**config.mk**
```make
export PLATFORM = sky130hd
export DESIGN_NAME = gregorian_date_arith_unit
export DESIGN_NICKNAME = d
export VERILOG_FILES = /design/src/rtl/core/gda_pkg.sv /design/src/rtl/core/gda_datapath.sv /design/src/rtl/core/gda_ctrl.sv /design/src/rtl/core/gregorian_date_arith_unit.sv
export VERILOG_INCLUDE_DIRS = /design/src /design/src/rtl/core
export SDC_FILE = /design/constraint.sdc
export NUM_CORES = 1
export LEC_CHECK = 0
export BUFFER_PORTS_ARGS = -buffer_cell sky130_fd_sc_hd__buf_4
export CORE_MARGIN = 2
export CORE_UTILIZATION = 25
export DETAILED_ROUTE_END_ITERATION = 16
export SKIP_LAST_GASP = 1
export SLEW_MARGIN = 30
export SYNTH_ARGS = -nofsm -noshare
export SYNTH_HDL_FRONTEND = slang
export SYNTH_SLANG_ARGS = --single-unit
```
**constraint.sdc**
```tcl
create_clock -name i_clk -period 5.1 [get_ports i_clk]
set_input_delay 1.02 -clock i_clk [delete_from_list [all_inputs] [get_ports i_clk]]
set_output_delay 1.02 -clock i_clk [all_outputs]
set_load 0.05 [all_outputs]
```
**src/rtl/core/gregorian_date_arith_unit_defines.svh**
```systemverilog
// ----------------------------------------------------------------------------
// gregorian date arithmetic unit: assertion macros
// shared property forms for the concurrent checks of the top level
// ----------------------------------------------------------------------------
`ifndef GREGORIAN_DATE_ARITH_UNIT_DEFINES_SVH
`define GREGORIAN_DATE_ARITH_UNIT_DEFINES_SVH

// same-cycle implication
`define GDA_ASSERT_IMP(lbl, ante, cons) \
    lbl: assert property (@(posedge i_clk) disable iff (!i_rst_n) (ante) |-> (cons)) \
        else $error("gregorian_date_arith_unit: same-cycle check failed");

// next-cycle implication
`define GDA_ASSERT_NEXT(lbl, ante, cons) \
    lbl: assert property (@(posedge i_clk) disable iff (!i_rst_n) (ante) |=> (cons)) \
        else $error("gregorian_date_arith_unit: next-cycle check failed");

`endif

```
**src/rtl/core/gda_pkg.sv**
```systemverilog
// ----------------------------------------------------------------------------
// gda_pkg
// types, constants and calendar helpers shared by the date arithmetic unit
// ----------------------------------------------------------------------------
package gda_pkg;

    localparam int MAX_YEAR_DEF = 9999;

    localparam int DayW     = 5;
    localparam int MonthW   = 4;
    localparam int YearW    = 14;
    localparam int OffsetW  = 20;
    localparam int DiffW    = 22;
    localparam int StatusW  = 2;
    localparam int OrderW   = 2;
    localparam int DaysW    = 24;
    localparam int CurYearW = 15;
    localparam int LimYearW = 17;

    localparam int BASE_YEAR  = 1900;
    localparam int EPOCH_YEAR = 1600;

    localparam int YearFieldMax = 2**YearW - 1;
    localparam int DiffMax      = 2**DiffW - 1;

    localparam logic [DaysW-1:0] DAYS_400      = DaysW'(146097);
    localparam logic [DaysW-1:0] DAYS_100_LEAP = DaysW'(36525);
    localparam logic [DaysW-1:0] DAYS_100      = DaysW'(36524);
    localparam logic [DaysW-1:0] DAYS_4_LEAP   = DaysW'(1461);
    localparam logic [DaysW-1:0] DAYS_4        = DaysW'(1460);
    localparam logic [DaysW-1:0] DAYS_1_LEAP   = DaysW'(366);
    localparam logic [DaysW-1:0] DAYS_1        = DaysW'(365);

    localparam logic [StatusW-1:0] STAT_OK         = 2'd0;
    localparam logic [StatusW-1:0] STAT_BAD_FIRST  = 2'd1;
    localparam logic [StatusW-1:0] STAT_BAD_SECOND = 2'd2;
    localparam logic [StatusW-1:0] STAT_OVERFLOW   = 2'd3;

    localparam logic [OrderW-1:0] ORD_EQUAL   = 2'd0;
    localparam logic [OrderW-1:0] ORD_EARLIER = 2'd1;
    localparam logic [OrderW-1:0] ORD_LATER   = 2'd2;

    typedef enum logic [2:0] {
        PH_Y400,
        PH_Y100,
        PH_Y4,
        PH_Y1,
        PH_MON
    } t_phase;

    typedef enum logic [3:0] {
        DP_NOP,
        DP_LOAD,
        DP_INIT,
        DP_STEP,
        DP_FIN,
        DP_ERR,
        DP_REND,
        DP_DIFF,
        DP_PUSH
    } t_dp_op;

    typedef enum logic [3:0] {
        ST_IDLE,
        ST_VAL,
        ST_F400,
        ST_F100,
        ST_F4,
        ST_F1,
        ST_FMON,
        ST_FEND,
        ST_R400,
        ST_R100,
        ST_R4,
        ST_R1,
        ST_RMON,
        ST_REND,
        ST_DIFF,
        ST_DONE
    } t_state;

    typedef struct packed {
        t_dp_op op;
        t_phase phase;
        logic   rev;
    } t_dp_cmd;

    typedef struct packed {
        logic range_ok;
        logic step_ok;
        logic day_ok;
        logic kind;
        logic sel;
        logic out_free;
    } t_dp_stat;

    function automatic logic [DayW-1:0] month_len(input logic [MonthW-1:0] m,
                                                  input logic leap);
        logic [DayW-1:0] len;
        unique case (m)
            4'd1, 4'd3, 4'd5, 4'd7, 4'd8, 4'd10, 4'd12: len = 5'd31;
            4'd4, 4'd6, 4'd9, 4'd11:                    len = 5'd30;
            4'd2:                                       len = leap ? 5'd29 : 5'd28;
            default:                                    len = 5'd0;
        endcase
        return len;
    endfunction

endpackage

```
**src/rtl/core/gda_datapath.sv**
```systemverilog
// ----------------------------------------------------------------------------
// gda_datapath
// operand and result registers, calendar stepping unit and output register
// ----------------------------------------------------------------------------
module gda_datapath
    import gda_pkg::*;
#(
    parameter int MAX_YEAR = MAX_YEAR_DEF
) (
    input  logic                i_clk,
    input  logic                i_rst_n,
    input  t_dp_cmd             i_cmd,
    output t_dp_stat            o_stat,
    input  logic                i_kind,
    input  logic [DayW-1:0]     i_first_day,
    input  logic [MonthW-1:0]   i_first_month,
    input  logic [YearW-1:0]    i_first_year,
    input  logic [DayW-1:0]     i_second_day,
    input  logic [MonthW-1:0]   i_second_month,
    input  logic [YearW-1:0]    i_second_year,
    input  logic [OffsetW-1:0]  i_day_offset,
    input  logic                i_out_stall,
    output logic                o_out_valid,
    output logic [StatusW-1:0]  o_status,
    output logic [DayW-1:0]     o_result_day,
    output logic [MonthW-1:0]   o_result_month,
    output logic [YearW-1:0]    o_result_year,
    output logic [DiffW-1:0]    o_day_difference,
    output logic [OrderW-1:0]   o_order
);

    localparam logic [LimYearW-1:0] MaxYearW = LimYearW'(MAX_YEAR);

    // captured operands
    logic                r_kind;
    logic [DayW-1:0]     r_d1;
    logic [MonthW-1:0]   r_m1;
    logic [YearW-1:0]    r_y1;
    logic [DayW-1:0]     r_d2;
    logic [MonthW-1:0]   r_m2;
    logic [YearW-1:0]    r_y2;
    logic [OffsetW-1:0]  r_off;
    logic                r_sel;

    // stepping state
    logic [CurYearW-1:0] r_year;
    logic [DaysW-1:0]    r_days;
    logic [DaysW-1:0]    r_n1;
    logic [MonthW-1:0]   r_month;
    logic [1:0]          r_c100;
    logic [4:0]          r_c4;
    logic [1:0]          r_c1;

    // pending result
    logic [StatusW-1:0]  r_res_status;
    logic [DayW-1:0]     r_res_day;
    logic [MonthW-1:0]   r_res_month;
    logic [YearW-1:0]    r_res_year;
    logic [DiffW-1:0]    r_res_diff;
    logic [OrderW-1:0]   r_res_order;

    // output register
    logic                r_out_valid;
    logic [StatusW-1:0]  r_out_status;
    logic [DayW-1:0]     r_out_day;
    logic [MonthW-1:0]   r_out_month;
    logic [YearW-1:0]    r_out_year;
    logic [DiffW-1:0]    r_out_diff;
    logic [OrderW-1:0]   r_out_order;

    logic [DayW-1:0]     t_day;
    logic [MonthW-1:0]   t_month;
    logic [YearW-1:0]    t_year;
    logic                leap;
    logic [DayW-1:0]     cur_mlen;
    logic [DaysW-1:0]    step_len;
    logic [8:0]          year_inc;
    logic                lim_ok;
    logic [CurYearW:0]   year_next;
    logic                step_ok;
    logic [DaysW-1:0]    dn;
    logic                ovf;
    logic [DaysW-1:0]    diff_abs;
    logic [OrderW-1:0]   diff_ord;
    logic [DiffW-1:0]    diff_sat;
    logic                out_free;

    assign t_day   = r_sel ? r_d2 : r_d1;
    assign t_month = r_sel ? r_m2 : r_m1;
    assign t_year  = r_sel ? r_y2 : r_y1;

    // leap year from the position inside the 400-year cycle
    assign leap     = (r_c1 == 2'd0) && !((r_c4 == 5'd0) && (r_c100 != 2'd0));
    assign cur_mlen = month_len(r_month, leap);

    always_comb begin
        step_len = DAYS_400;
        year_inc = 9'd400;
        lim_ok   = 1'b1;
        unique case (i_cmd.phase)
            PH_Y400: begin
                step_len = DAYS_400;
                year_inc = 9'd400;
                lim_ok   = 1'b1;
            end
            PH_Y100: begin
                step_len = (r_c100 == 2'd0) ? DAYS_100_LEAP : DAYS_100;
                year_inc = 9'd100;
                lim_ok   = (r_c100 != 2'd3);
            end
            PH_Y4: begin
                step_len = ((r_c4 == 5'd0) && (r_c100 != 2'd0)) ? DAYS_4 : DAYS_4_LEAP;
                year_inc = 9'd4;
                lim_ok   = (r_c4 != 5'd24);
            end
            PH_Y1: begin
                step_len = leap ? DAYS_1_LEAP : DAYS_1;
                year_inc = 9'd1;
                lim_ok   = (r_c1 != 2'd3);
            end
            PH_MON: begin
                step_len = DaysW'(cur_mlen);
                year_inc = 9'd0;
                lim_ok   = (r_month != 4'd12);
            end
            default: begin
                step_len = DAYS_400;
                year_inc = 9'd0;
                lim_ok   = 1'b0;
            end
        endcase
    end

    assign year_next = {1'b0, r_year} + (CurYearW + 1)'(year_inc);

    always_comb begin
        if (i_cmd.rev) begin
            step_ok = lim_ok && (r_days >= step_len);
        end else if (i_cmd.phase == PH_MON) begin
            step_ok = (r_month < t_month);
        end else begin
            step_ok = (year_next <= (CurYearW + 1)'(t_year));
        end
    end

    assign dn  = r_days + DaysW'(t_day) - DaysW'(1);
    assign ovf = (LimYearW'(r_year) > MaxYearW) || (r_year > CurYearW'(YearFieldMax));

    always_comb begin
        if (r_n1 < r_days) begin
            diff_abs = r_days - r_n1;
            diff_ord = ORD_EARLIER;
        end else if (r_n1 > r_days) begin
            diff_abs = r_n1 - r_days;
            diff_ord = ORD_LATER;
        end else begin
            diff_abs = '0;
            diff_ord = ORD_EQUAL;
        end
    end

    assign diff_sat = (diff_abs > DaysW'(DiffMax)) ? DiffW'(DiffMax) : diff_abs[DiffW-1:0];
    assign out_free = !r_out_valid || !i_out_stall;

    assign o_stat.range_ok = (t_year >= YearW'(BASE_YEAR))
                          && (LimYearW'(t_year) <= MaxYearW)
                          && (t_month >= 4'd1) && (t_month <= 4'd12);
    assign o_stat.step_ok  = step_ok;
    assign o_stat.day_ok   = (t_day != '0) && (t_day <= cur_mlen);
    assign o_stat.kind     = r_kind;
    assign o_stat.sel      = r_sel;
    assign o_stat.out_free = out_free;

    // operands and stepping
    always_ff @(posedge i_clk) begin
        unique case (i_cmd.op)
            DP_LOAD: begin
                r_kind <= i_kind;
                r_d1   <= i_first_day;
                r_m1   <= i_first_month;
                r_y1   <= i_first_year;
                r_d2   <= i_second_day;
                r_m2   <= i_second_month;
                r_y2   <= i_second_year;
                r_off  <= i_day_offset;
                r_sel  <= 1'b0;
            end
            DP_INIT: begin
                r_year  <= CurYearW'(EPOCH_YEAR);
                r_days  <= '0;
                r_month <= 4'd1;
                r_c100  <= '0;
                r_c4    <= '0;
                r_c1    <= '0;
            end
            DP_STEP: begin
                r_days <= i_cmd.rev ? (r_days - step_len) : (r_days + step_len);
                r_year <= year_next[CurYearW-1:0];
                unique case (i_cmd.phase)
                    PH_Y100: r_c100  <= r_c100 + 2'd1;
                    PH_Y4:   r_c4    <= r_c4 + 5'd1;
                    PH_Y1:   r_c1    <= r_c1 + 2'd1;
                    PH_MON:  r_month <= r_month + 4'd1;
                    default: ;
                endcase
            end
            DP_FIN: begin
                // first date: keep its day number, preload sum for the add
                if (!r_sel) begin
                    r_n1   <= dn;
                    r_days <= dn + DaysW'(r_off);
                end else begin
                    r_days <= dn;
                end
                r_sel   <= 1'b1;
                r_year  <= CurYearW'(EPOCH_YEAR);
                r_month <= 4'd1;
                r_c100  <= '0;
                r_c4    <= '0;
                r_c1    <= '0;
            end
            default: ;
        endcase
    end

    // pending result
    always_ff @(posedge i_clk) begin
        unique case (i_cmd.op)
            DP_LOAD: begin
                r_res_status <= STAT_OK;
                r_res_day    <= '0;
                r_res_month  <= '0;
                r_res_year   <= '0;
                r_res_diff   <= '0;
                r_res_order  <= ORD_EQUAL;
            end
            DP_ERR: begin
                r_res_status <= r_sel ? STAT_BAD_SECOND : STAT_BAD_FIRST;
            end
            DP_REND: begin
                if (ovf) begin
                    r_res_status <= STAT_OVERFLOW;
                end else begin
                    r_res_day   <= r_days[DayW-1:0] + DayW'(1);
                    r_res_month <= r_month;
                    r_res_year  <= r_year[YearW-1:0];
                end
            end
            DP_DIFF: begin
                r_res_diff  <= diff_sat;
                r_res_order <= diff_ord;
            end
            default: ;
        endcase
    end

    // output register
    always_ff @(posedge i_clk) begin
        if (!i_rst_n) begin
            r_out_valid <= 1'b0;
        end else if (i_cmd.op == DP_PUSH) begin
            r_out_valid <= 1'b1;
        end else if (!i_out_stall) begin
            r_out_valid <= 1'b0;
        end
    end

    always_ff @(posedge i_clk) begin
        if (i_cmd.op == DP_PUSH) begin
            r_out_status <= r_res_status;
            r_out_day    <= r_res_day;
            r_out_month  <= r_res_month;
            r_out_year   <= r_res_year;
            r_out_diff   <= r_res_diff;
            r_out_order  <= r_res_order;
        end
    end

    assign o_out_valid      = r_out_valid;
    assign o_status         = r_out_status;
    assign o_result_day     = r_out_day;
    assign o_result_month   = r_out_month;
    assign o_result_year    = r_out_year;
    assign o_day_difference = r_out_diff;
    assign o_order          = r_out_order;

endmodule

```
**src/rtl/core/gda_ctrl.sv**
```systemverilog
// ----------------------------------------------------------------------------
// gda_ctrl
// sequencer that walks the calendar phases and commands the datapath
// ----------------------------------------------------------------------------
module gda_ctrl
    import gda_pkg::*;
(
    input  logic     i_clk,
    input  logic     i_rst_n,
    input  logic     i_in_valid,
    output logic     o_in_stall,
    output t_dp_cmd  o_cmd,
    input  t_dp_stat i_stat
);

    t_state r_state;
    t_state n_state;

    always_ff @(posedge i_clk) begin
        if (!i_rst_n) begin
            r_state <= ST_IDLE;
        end else begin
            r_state <= n_state;
        end
    end

    // next state
    always_comb begin
        n_state = r_state;
        unique case (r_state)
            ST_IDLE: if (i_in_valid) n_state = ST_VAL;
            ST_VAL:  n_state = i_stat.range_ok ? ST_F400 : ST_DONE;
            ST_F400: if (!i_stat.step_ok) n_state = ST_F100;
            ST_F100: if (!i_stat.step_ok) n_state = ST_F4;
            ST_F4:   if (!i_stat.step_ok) n_state = ST_F1;
            ST_F1:   if (!i_stat.step_ok) n_state = ST_FMON;
            ST_FMON: if (!i_stat.step_ok) n_state = ST_FEND;
            ST_FEND: begin
                priority if (!i_stat.day_ok) n_state = ST_DONE;
                else if (!i_stat.kind)       n_state = ST_R400;
                else if (!i_stat.sel)        n_state = ST_VAL;
                else                         n_state = ST_DIFF;
            end
            ST_R400: if (!i_stat.step_ok) n_state = ST_R100;
            ST_R100: if (!i_stat.step_ok) n_state = ST_R4;
            ST_R4:   if (!i_stat.step_ok) n_state = ST_R1;
            ST_R1:   if (!i_stat.step_ok) n_state = ST_RMON;
            ST_RMON: if (!i_stat.step_ok) n_state = ST_REND;
            ST_REND: n_state = ST_DONE;
            ST_DIFF: n_state = ST_DONE;
            ST_DONE: if (i_stat.out_free) n_state = ST_IDLE;
            default: n_state = ST_IDLE;
        endcase
    end

    // outputs
    always_comb begin
        o_cmd.op    = DP_NOP;
        o_cmd.phase = PH_Y400;
        o_cmd.rev   = 1'b0;
        unique case (r_state)
            ST_IDLE: if (i_in_valid) o_cmd.op = DP_LOAD;
            ST_VAL:  o_cmd.op = i_stat.range_ok ? DP_INIT : DP_ERR;
            ST_F400: begin
                o_cmd.phase = PH_Y400;
                if (i_stat.step_ok) o_cmd.op = DP_STEP;
            end
            ST_F100: begin
                o_cmd.phase = PH_Y100;
                if (i_stat.step_ok) o_cmd.op = DP_STEP;
            end
            ST_F4: begin
                o_cmd.phase = PH_Y4;
                if (i_stat.step_ok) o_cmd.op = DP_STEP;
            end
            ST_F1: begin
                o_cmd.phase = PH_Y1;
                if (i_stat.step_ok) o_cmd.op = DP_STEP;
            end
            ST_FMON: begin
                o_cmd.phase = PH_MON;
                if (i_stat.step_ok) o_cmd.op = DP_STEP;
            end
            ST_FEND: o_cmd.op = i_stat.day_ok ? DP_FIN : DP_ERR;
            ST_R400: begin
                o_cmd.phase = PH_Y400;
                o_cmd.rev   = 1'b1;
                if (i_stat.step_ok) o_cmd.op = DP_STEP;
            end
            ST_R100: begin
                o_cmd.phase = PH_Y100;
                o_cmd.rev   = 1'b1;
                if (i_stat.step_ok) o_cmd.op = DP_STEP;
            end
            ST_R4: begin
                o_cmd.phase = PH_Y4;
                o_cmd.rev   = 1'b1;
                if (i_stat.step_ok) o_cmd.op = DP_STEP;
            end
            ST_R1: begin
                o_cmd.phase = PH_Y1;
                o_cmd.rev   = 1'b1;
                if (i_stat.step_ok) o_cmd.op = DP_STEP;
            end
            ST_RMON: begin
                o_cmd.phase = PH_MON;
                o_cmd.rev   = 1'b1;
                if (i_stat.step_ok) o_cmd.op = DP_STEP;
            end
            ST_REND: o_cmd.op = DP_REND;
            ST_DIFF: o_cmd.op = DP_DIFF;
            ST_DONE: if (i_stat.out_free) o_cmd.op = DP_PUSH;
            default: o_cmd.op = DP_NOP;
        endcase
    end

    assign o_in_stall = (r_state != ST_IDLE);

endmodule

```
**src/rtl/core/gregorian_date_arith_unit.sv**
```systemverilog
// ----------------------------------------------------------------------------
// gregorian_date_arith_unit
// Gregorian date add and difference unit. Kind 0 adds a day offset to the
// first date, kind 1 returns the absolute day count between the two dates and
// their order; an invalid date (year below 1900 or above MAX_YEAR, bad month
// or day) or a sum past MAX_YEAR gives an error status with zero results. One
// item is in work at a time: a date is turned into a day count from 1 Jan 1600
// by stepping whole 400-year cycles, then centuries, 4-year blocks, years and
// months, and a sum is turned back the same way, one step per cycle. The time
// an item takes is set by the number of year and month steps for each date,
// plus any wait on output stall before its result can be loaded; a finished
// result sits in the output register while the next item is taken.
// ----------------------------------------------------------------------------
`include "gregorian_date_arith_unit_defines.svh"

module gregorian_date_arith_unit
    import gda_pkg::*;
#(
    parameter int MAX_YEAR = MAX_YEAR_DEF
) (
    input  logic                i_clk,
    input  logic                i_rst_n,
    input  logic                i_in_valid,
    output logic                o_in_stall,
    input  logic                i_kind,
    input  logic [DayW-1:0]     i_first_day,
    input  logic [MonthW-1:0]   i_first_month,
    input  logic [YearW-1:0]    i_first_year,
    input  logic [DayW-1:0]     i_second_day,
    input  logic [MonthW-1:0]   i_second_month,
    input  logic [YearW-1:0]    i_second_year,
    input  logic [OffsetW-1:0]  i_day_offset,
    output logic                o_out_valid,
    input  logic                i_out_stall,
    output logic [StatusW-1:0]  o_status,
    output logic [DayW-1:0]     o_result_day,
    output logic [MonthW-1:0]   o_result_month,
    output logic [YearW-1:0]    o_result_year,
    output logic [DiffW-1:0]    o_day_difference,
    output logic [OrderW-1:0]   o_order
);

    t_dp_cmd  dp_cmd;
    t_dp_stat dp_stat;
    logic     res_fields_zero;

    gda_ctrl u_ctrl (
        .i_clk      (i_clk),
        .i_rst_n    (i_rst_n),
        .i_in_valid (i_in_valid),
        .o_in_stall (o_in_stall),
        .o_cmd      (dp_cmd),
        .i_stat     (dp_stat)
    );

    gda_datapath #(
        .MAX_YEAR (MAX_YEAR)
    ) u_datapath (
        .i_clk            (i_clk),
        .i_rst_n          (i_rst_n),
        .i_cmd            (dp_cmd),
        .o_stat           (dp_stat),
        .i_kind           (i_kind),
        .i_first_day      (i_first_day),
        .i_first_month    (i_first_month),
        .i_first_year     (i_first_year),
        .i_second_day     (i_second_day),
        .i_second_month   (i_second_month),
        .i_second_year    (i_second_year),
        .i_day_offset     (i_day_offset),
        .i_out_stall      (i_out_stall),
        .o_out_valid      (o_out_valid),
        .o_status         (o_status),
        .o_result_day     (o_result_day),
        .o_result_month   (o_result_month),
        .o_result_year    (o_result_year),
        .o_day_difference (o_day_difference),
        .o_order          (o_order)
    );

    assign res_fields_zero = (o_result_day == '0) && (o_result_month == '0)
                          && (o_result_year == '0) && (o_day_difference == '0)
                          && (o_order == ORD_EQUAL);

    `GDA_ASSERT_NEXT(a_busy_after_accept, i_in_valid && !o_in_stall, o_in_stall)
    `GDA_ASSERT_IMP(a_push_slot_free, dp_cmd.op == DP_PUSH, !o_out_valid || !i_out_stall)
    `GDA_ASSERT_IMP(a_error_zero_fields, o_out_valid && (o_status != STAT_OK), res_fields_zero)
    `GDA_ASSERT_IMP(a_equal_zero_diff, o_out_valid && (o_order == ORD_EQUAL), o_day_difference == '0)

endmodule
```
==> flow_summary.ini <==
[sta]
min_period_over_period_pct = 96.3
min_period_ns = 4.91
worst_pin_slew_ns = 0.695
max_slew_margin_pct = 53.6
clock_skew_ns = 0.0256
hold_viol = 0
setup_viol = 0
report.final.slew_viol_count = 0
clock.fmax_mhz = 204
fin_ws_ns = 0.191

[routing]
via_per_inst = 4.81
drtIter0Drc = 872
drcViolationCount = 0
ant_nets = 0
vias = 13500
wl_mm = 47.9
wire_per_inst_um = 17.0
drt_first_pass_iters = 7

[critical_path]
critical_path.top_delay_family = compound AO/OA/AOI/OAI gates
slowest_stage = edfxtp_1
cp-start-kind = register
regToRegSetupSlack_ns = 0.19
reg2regPathDepth = 21
required_ns = 5.40
worstPathMaxFanout = 5
worstPathArrival_ns = 5.21
r2r_start = u_datapath.r_sel
path_buf_inv = 3
end_kind = register
max_stage_delay_ns = 0.40
crit_chain = buf_4 > mux2i_2 > ha_1 > inv_1 > ha_1 > a211oi_2 > o21ai_0 > buf_4 > a221o_1 > a21o_1 > a21o_1 > a21oi_1 > xnor2_1 > ha_1 > a21oi_1 > a31oi_2 > a21o_1 > a31o_2 > nand4_1 > xor2_1 > o22ai_1
rr_endpoint = u_datapath.r_days[23]
critPathKind = register to register

[finish]
layout_commonest_cell = edfxtp_1
area_delta_synth_final_pct = 22.0
final_design_area_no_fill_mm2 = 0.0210
mostFrequentLayoutCells = edfxtp_1, buf_4, ha_1, nor2_1, a21oi_1
drive_gt1_share_pct = 18.6
n_antenna_cell = 0
fill_cells = 6945
fin_util_pct = 30.7
finalNetCount = 2165

[cts]
root_buffer = clkbuf_16
cts.clk_slew.worst_paths_ns = 0.06
numCtsBuffers = 28
cts_tree = done
numClockSinks = 247
clk_latency_ns = 0.57
cts_max_level = 1
clockBufferDepth = 3

[synthesis]
synth_compound_area_share_pct = 19.1
synthMuxAreaShare_pct = 1.94
synth_xor_xnor_area_share_pct = 4.47
synth.distinct_cells = 82
synth_warnings = 0
synth_seq_cells = 247
synth_area_leaders = edfxtp_1, ha_1, a21oi_1
synth_top_area_share_pct = 42.3
synth_top_family_by_area = compound AO/OA/AOI/OAI gates
synth_edf_count = 242
synth_area_mm2 = 0.0172
yosysTopAreaCell = edfxtp_1
synthSimpleGateAreaFrac_pct = 13.7
synth_cells = 1726
synth_fa_ha_area_share_pct = 13.3
synthArstFlopShare_pct = 0
syn_nets = 1976
ys.flop_type = edfxtp_1
synth_seq_area_share_pct = 42.9
synth.avg_cell_area_um2 = 9.95

[placement]
placedInstanceArea_mm2 = 0.0197
place.gp.congestion = 0.945
dp_hpwl_mm = 38.4
portBuffers = 121
dp_slack_ns = -0.0890

[min_path]
hp-start = u_datapath.r_res_order[1]
hold-path-endpoint = u_datapath.o_order[1]
whs_path_depth = 0
hp-class = register to register

[floorplan]
fp.dieW_um = 266
start_util_pct = 25.1
die_h_um = 266
dieArea_mm2 = 0.0708
rows = 96
core_area_mm2 = 0.0683
io_pins = 122

[grt]
grt_overflow_total = 0
grt_first_pass_wirelength_mm = 74.4
grt_pass1_vias = 13300
grt_antenna_before_repair = 0
grt_max_degree = 56
track_usage_pct = 13.1

[status]
status = complete, no violations

[run]
drv_cap = 0
-- worst reg2reg max path: stages (launching register included) --
cell      delay [ns]
edfxtp_1        0.40
buf_4           0.19
mux2i_2         0.24
ha_1            0.28
inv_1           0.12
ha_1            0.28
a211oi_2        0.24
o21ai_0         0.18
buf_4           0.18
a221o_1         0.32
a21o_1          0.21
a21o_1          0.19
a21oi_1         0.18
xnor2_1         0.21
ha_1            0.35
a21oi_1         0.19
a31oi_2         0.07
a21o_1          0.22
a31o_2          0.26
nand4_1         0.10
xor2_1          0.15
o22ai_1         0.09
-- routing by layer --
metal	up-vias	share of wire, %	GRT usage (%)
li1	6708	-	-
met1	6403	46	17.9
met2	365	47	21.5
met3	67	4.8	1.74
met4	0	2.7	4.27
met5	-	0	0
-- final cells by class --
cell class | instances | area, um2 | share of cell area (%)
multi-input cells | 1277 | 9290 | 44.3
repair buffers | 225 | 1740 | 8.31
well taps | 882 | 1100 | 5.26
clock inverters | 21 | 236 | 1.13
flip-flops and latches | 247 | 7370 | 35.2
clock buffers | 30 | 708 | 3.38
inverters | 136 | 510 | 2.43
-- timing repair --
action	in CTS	in global routing
gates resized for setup	7	46
pin swaps	2	16
endpoints found under the setup margin	37	80
hold endpoints to repair	0	0
setup buffers	0	10
hold buffers	0	0
-- cells in the mapped netlist, types with 8 or more instances --
cell and number:
o22ai_1 32, buf_2 11, o211ai_1 10, a31oi_1 28
nand3_1 35, nand2b_1 20, a311oi_1 8, mux2i_1 30
nor3_1 31, or2_2 10, o221ai_1 10, o31ai_1 10
xor2_1 23, nand4_1 13, o21ai_0 96, and3_1 12
xnor2_1 61, nor4_1 9, nor2_1 152, o21a_1 17
a21oi_1 143, nand2_1 97, clkbuf_1 49, nor2b_1 36
edfxtp_1 242, a211oi_1 17, ha_1 173, o21bai_1 12
and2_1 37, a211o_1 11, a21o_1 46, inv_1 136
-- flip-flops by register name (all words and copies together) (netlist names), 5 cells and up --
name and count:
u_datapath.r_days 24, u_datapath.r_n1 24, u_datapath.o_day_difference 22, u_datapath.r_res_diff 22
u_datapath.r_off 20, u_datapath.r_year 15, u_datapath.o_result_year 14, u_datapath.r_res_year 14
u_datapath.r_y1 14, u_datapath.r_y2 14, u_datapath.o_result_day 5, u_datapath.r_c4 5
u_datapath.r_d1 5, u_datapath.r_d2 5, u_datapath.r_res_day 5
-- per-stage QoR --
step | cells | setup TNS (ns) | hold slack [ns]
2_1_floorplan | 1726 | 0 | 0.400
3_3_place_gp | 2756 | 0 | 0.405
4_1_cts | 2807 | 0 | 0.419
3_5_place_dp | 2756 | -1.08 | 0.405
5_1_grt | 2818 | -0.943 | 0.424
6_report | 2818 | 0 | 0.417
-- worst max-delay path by stage --
stage                           start               endpoint  slack [ns]  depth (start not counted)
global placement    u_ctrl.r_state[3]     u_datapath.r_c4[4]        0.03                         24
floorplan           u_ctrl.r_state[1]     u_datapath.r_c4[0]       0.006                         25
CTS                 u_ctrl.r_state[1]     u_datapath.r_c4[4]       0.004                         22
global route        u_ctrl.r_state[3]     u_datapath.r_c4[4]       -0.06                         25
finish               u_datapath.r_sel  u_datapath.r_days[23]        0.19                         21
detailed placement  u_ctrl.r_state[3]     u_datapath.r_c4[0]       -0.09                         24
-- kinds of logic (layout without fill, tap and decap cells) --
kind of cell | count (synthesis) | after routing
compound gates | 499 | 499
xor+xnor | 86 | 86
fa+ha+maj | 179 | 179
buf+inv | 202 | 412
flops | 247 | 247
mux | 33 | 33
simple gates | 480 | 480
Power is not shown: default switching activity piles up to over one toggle a cycle in this logic, so the estimate is an artifact.
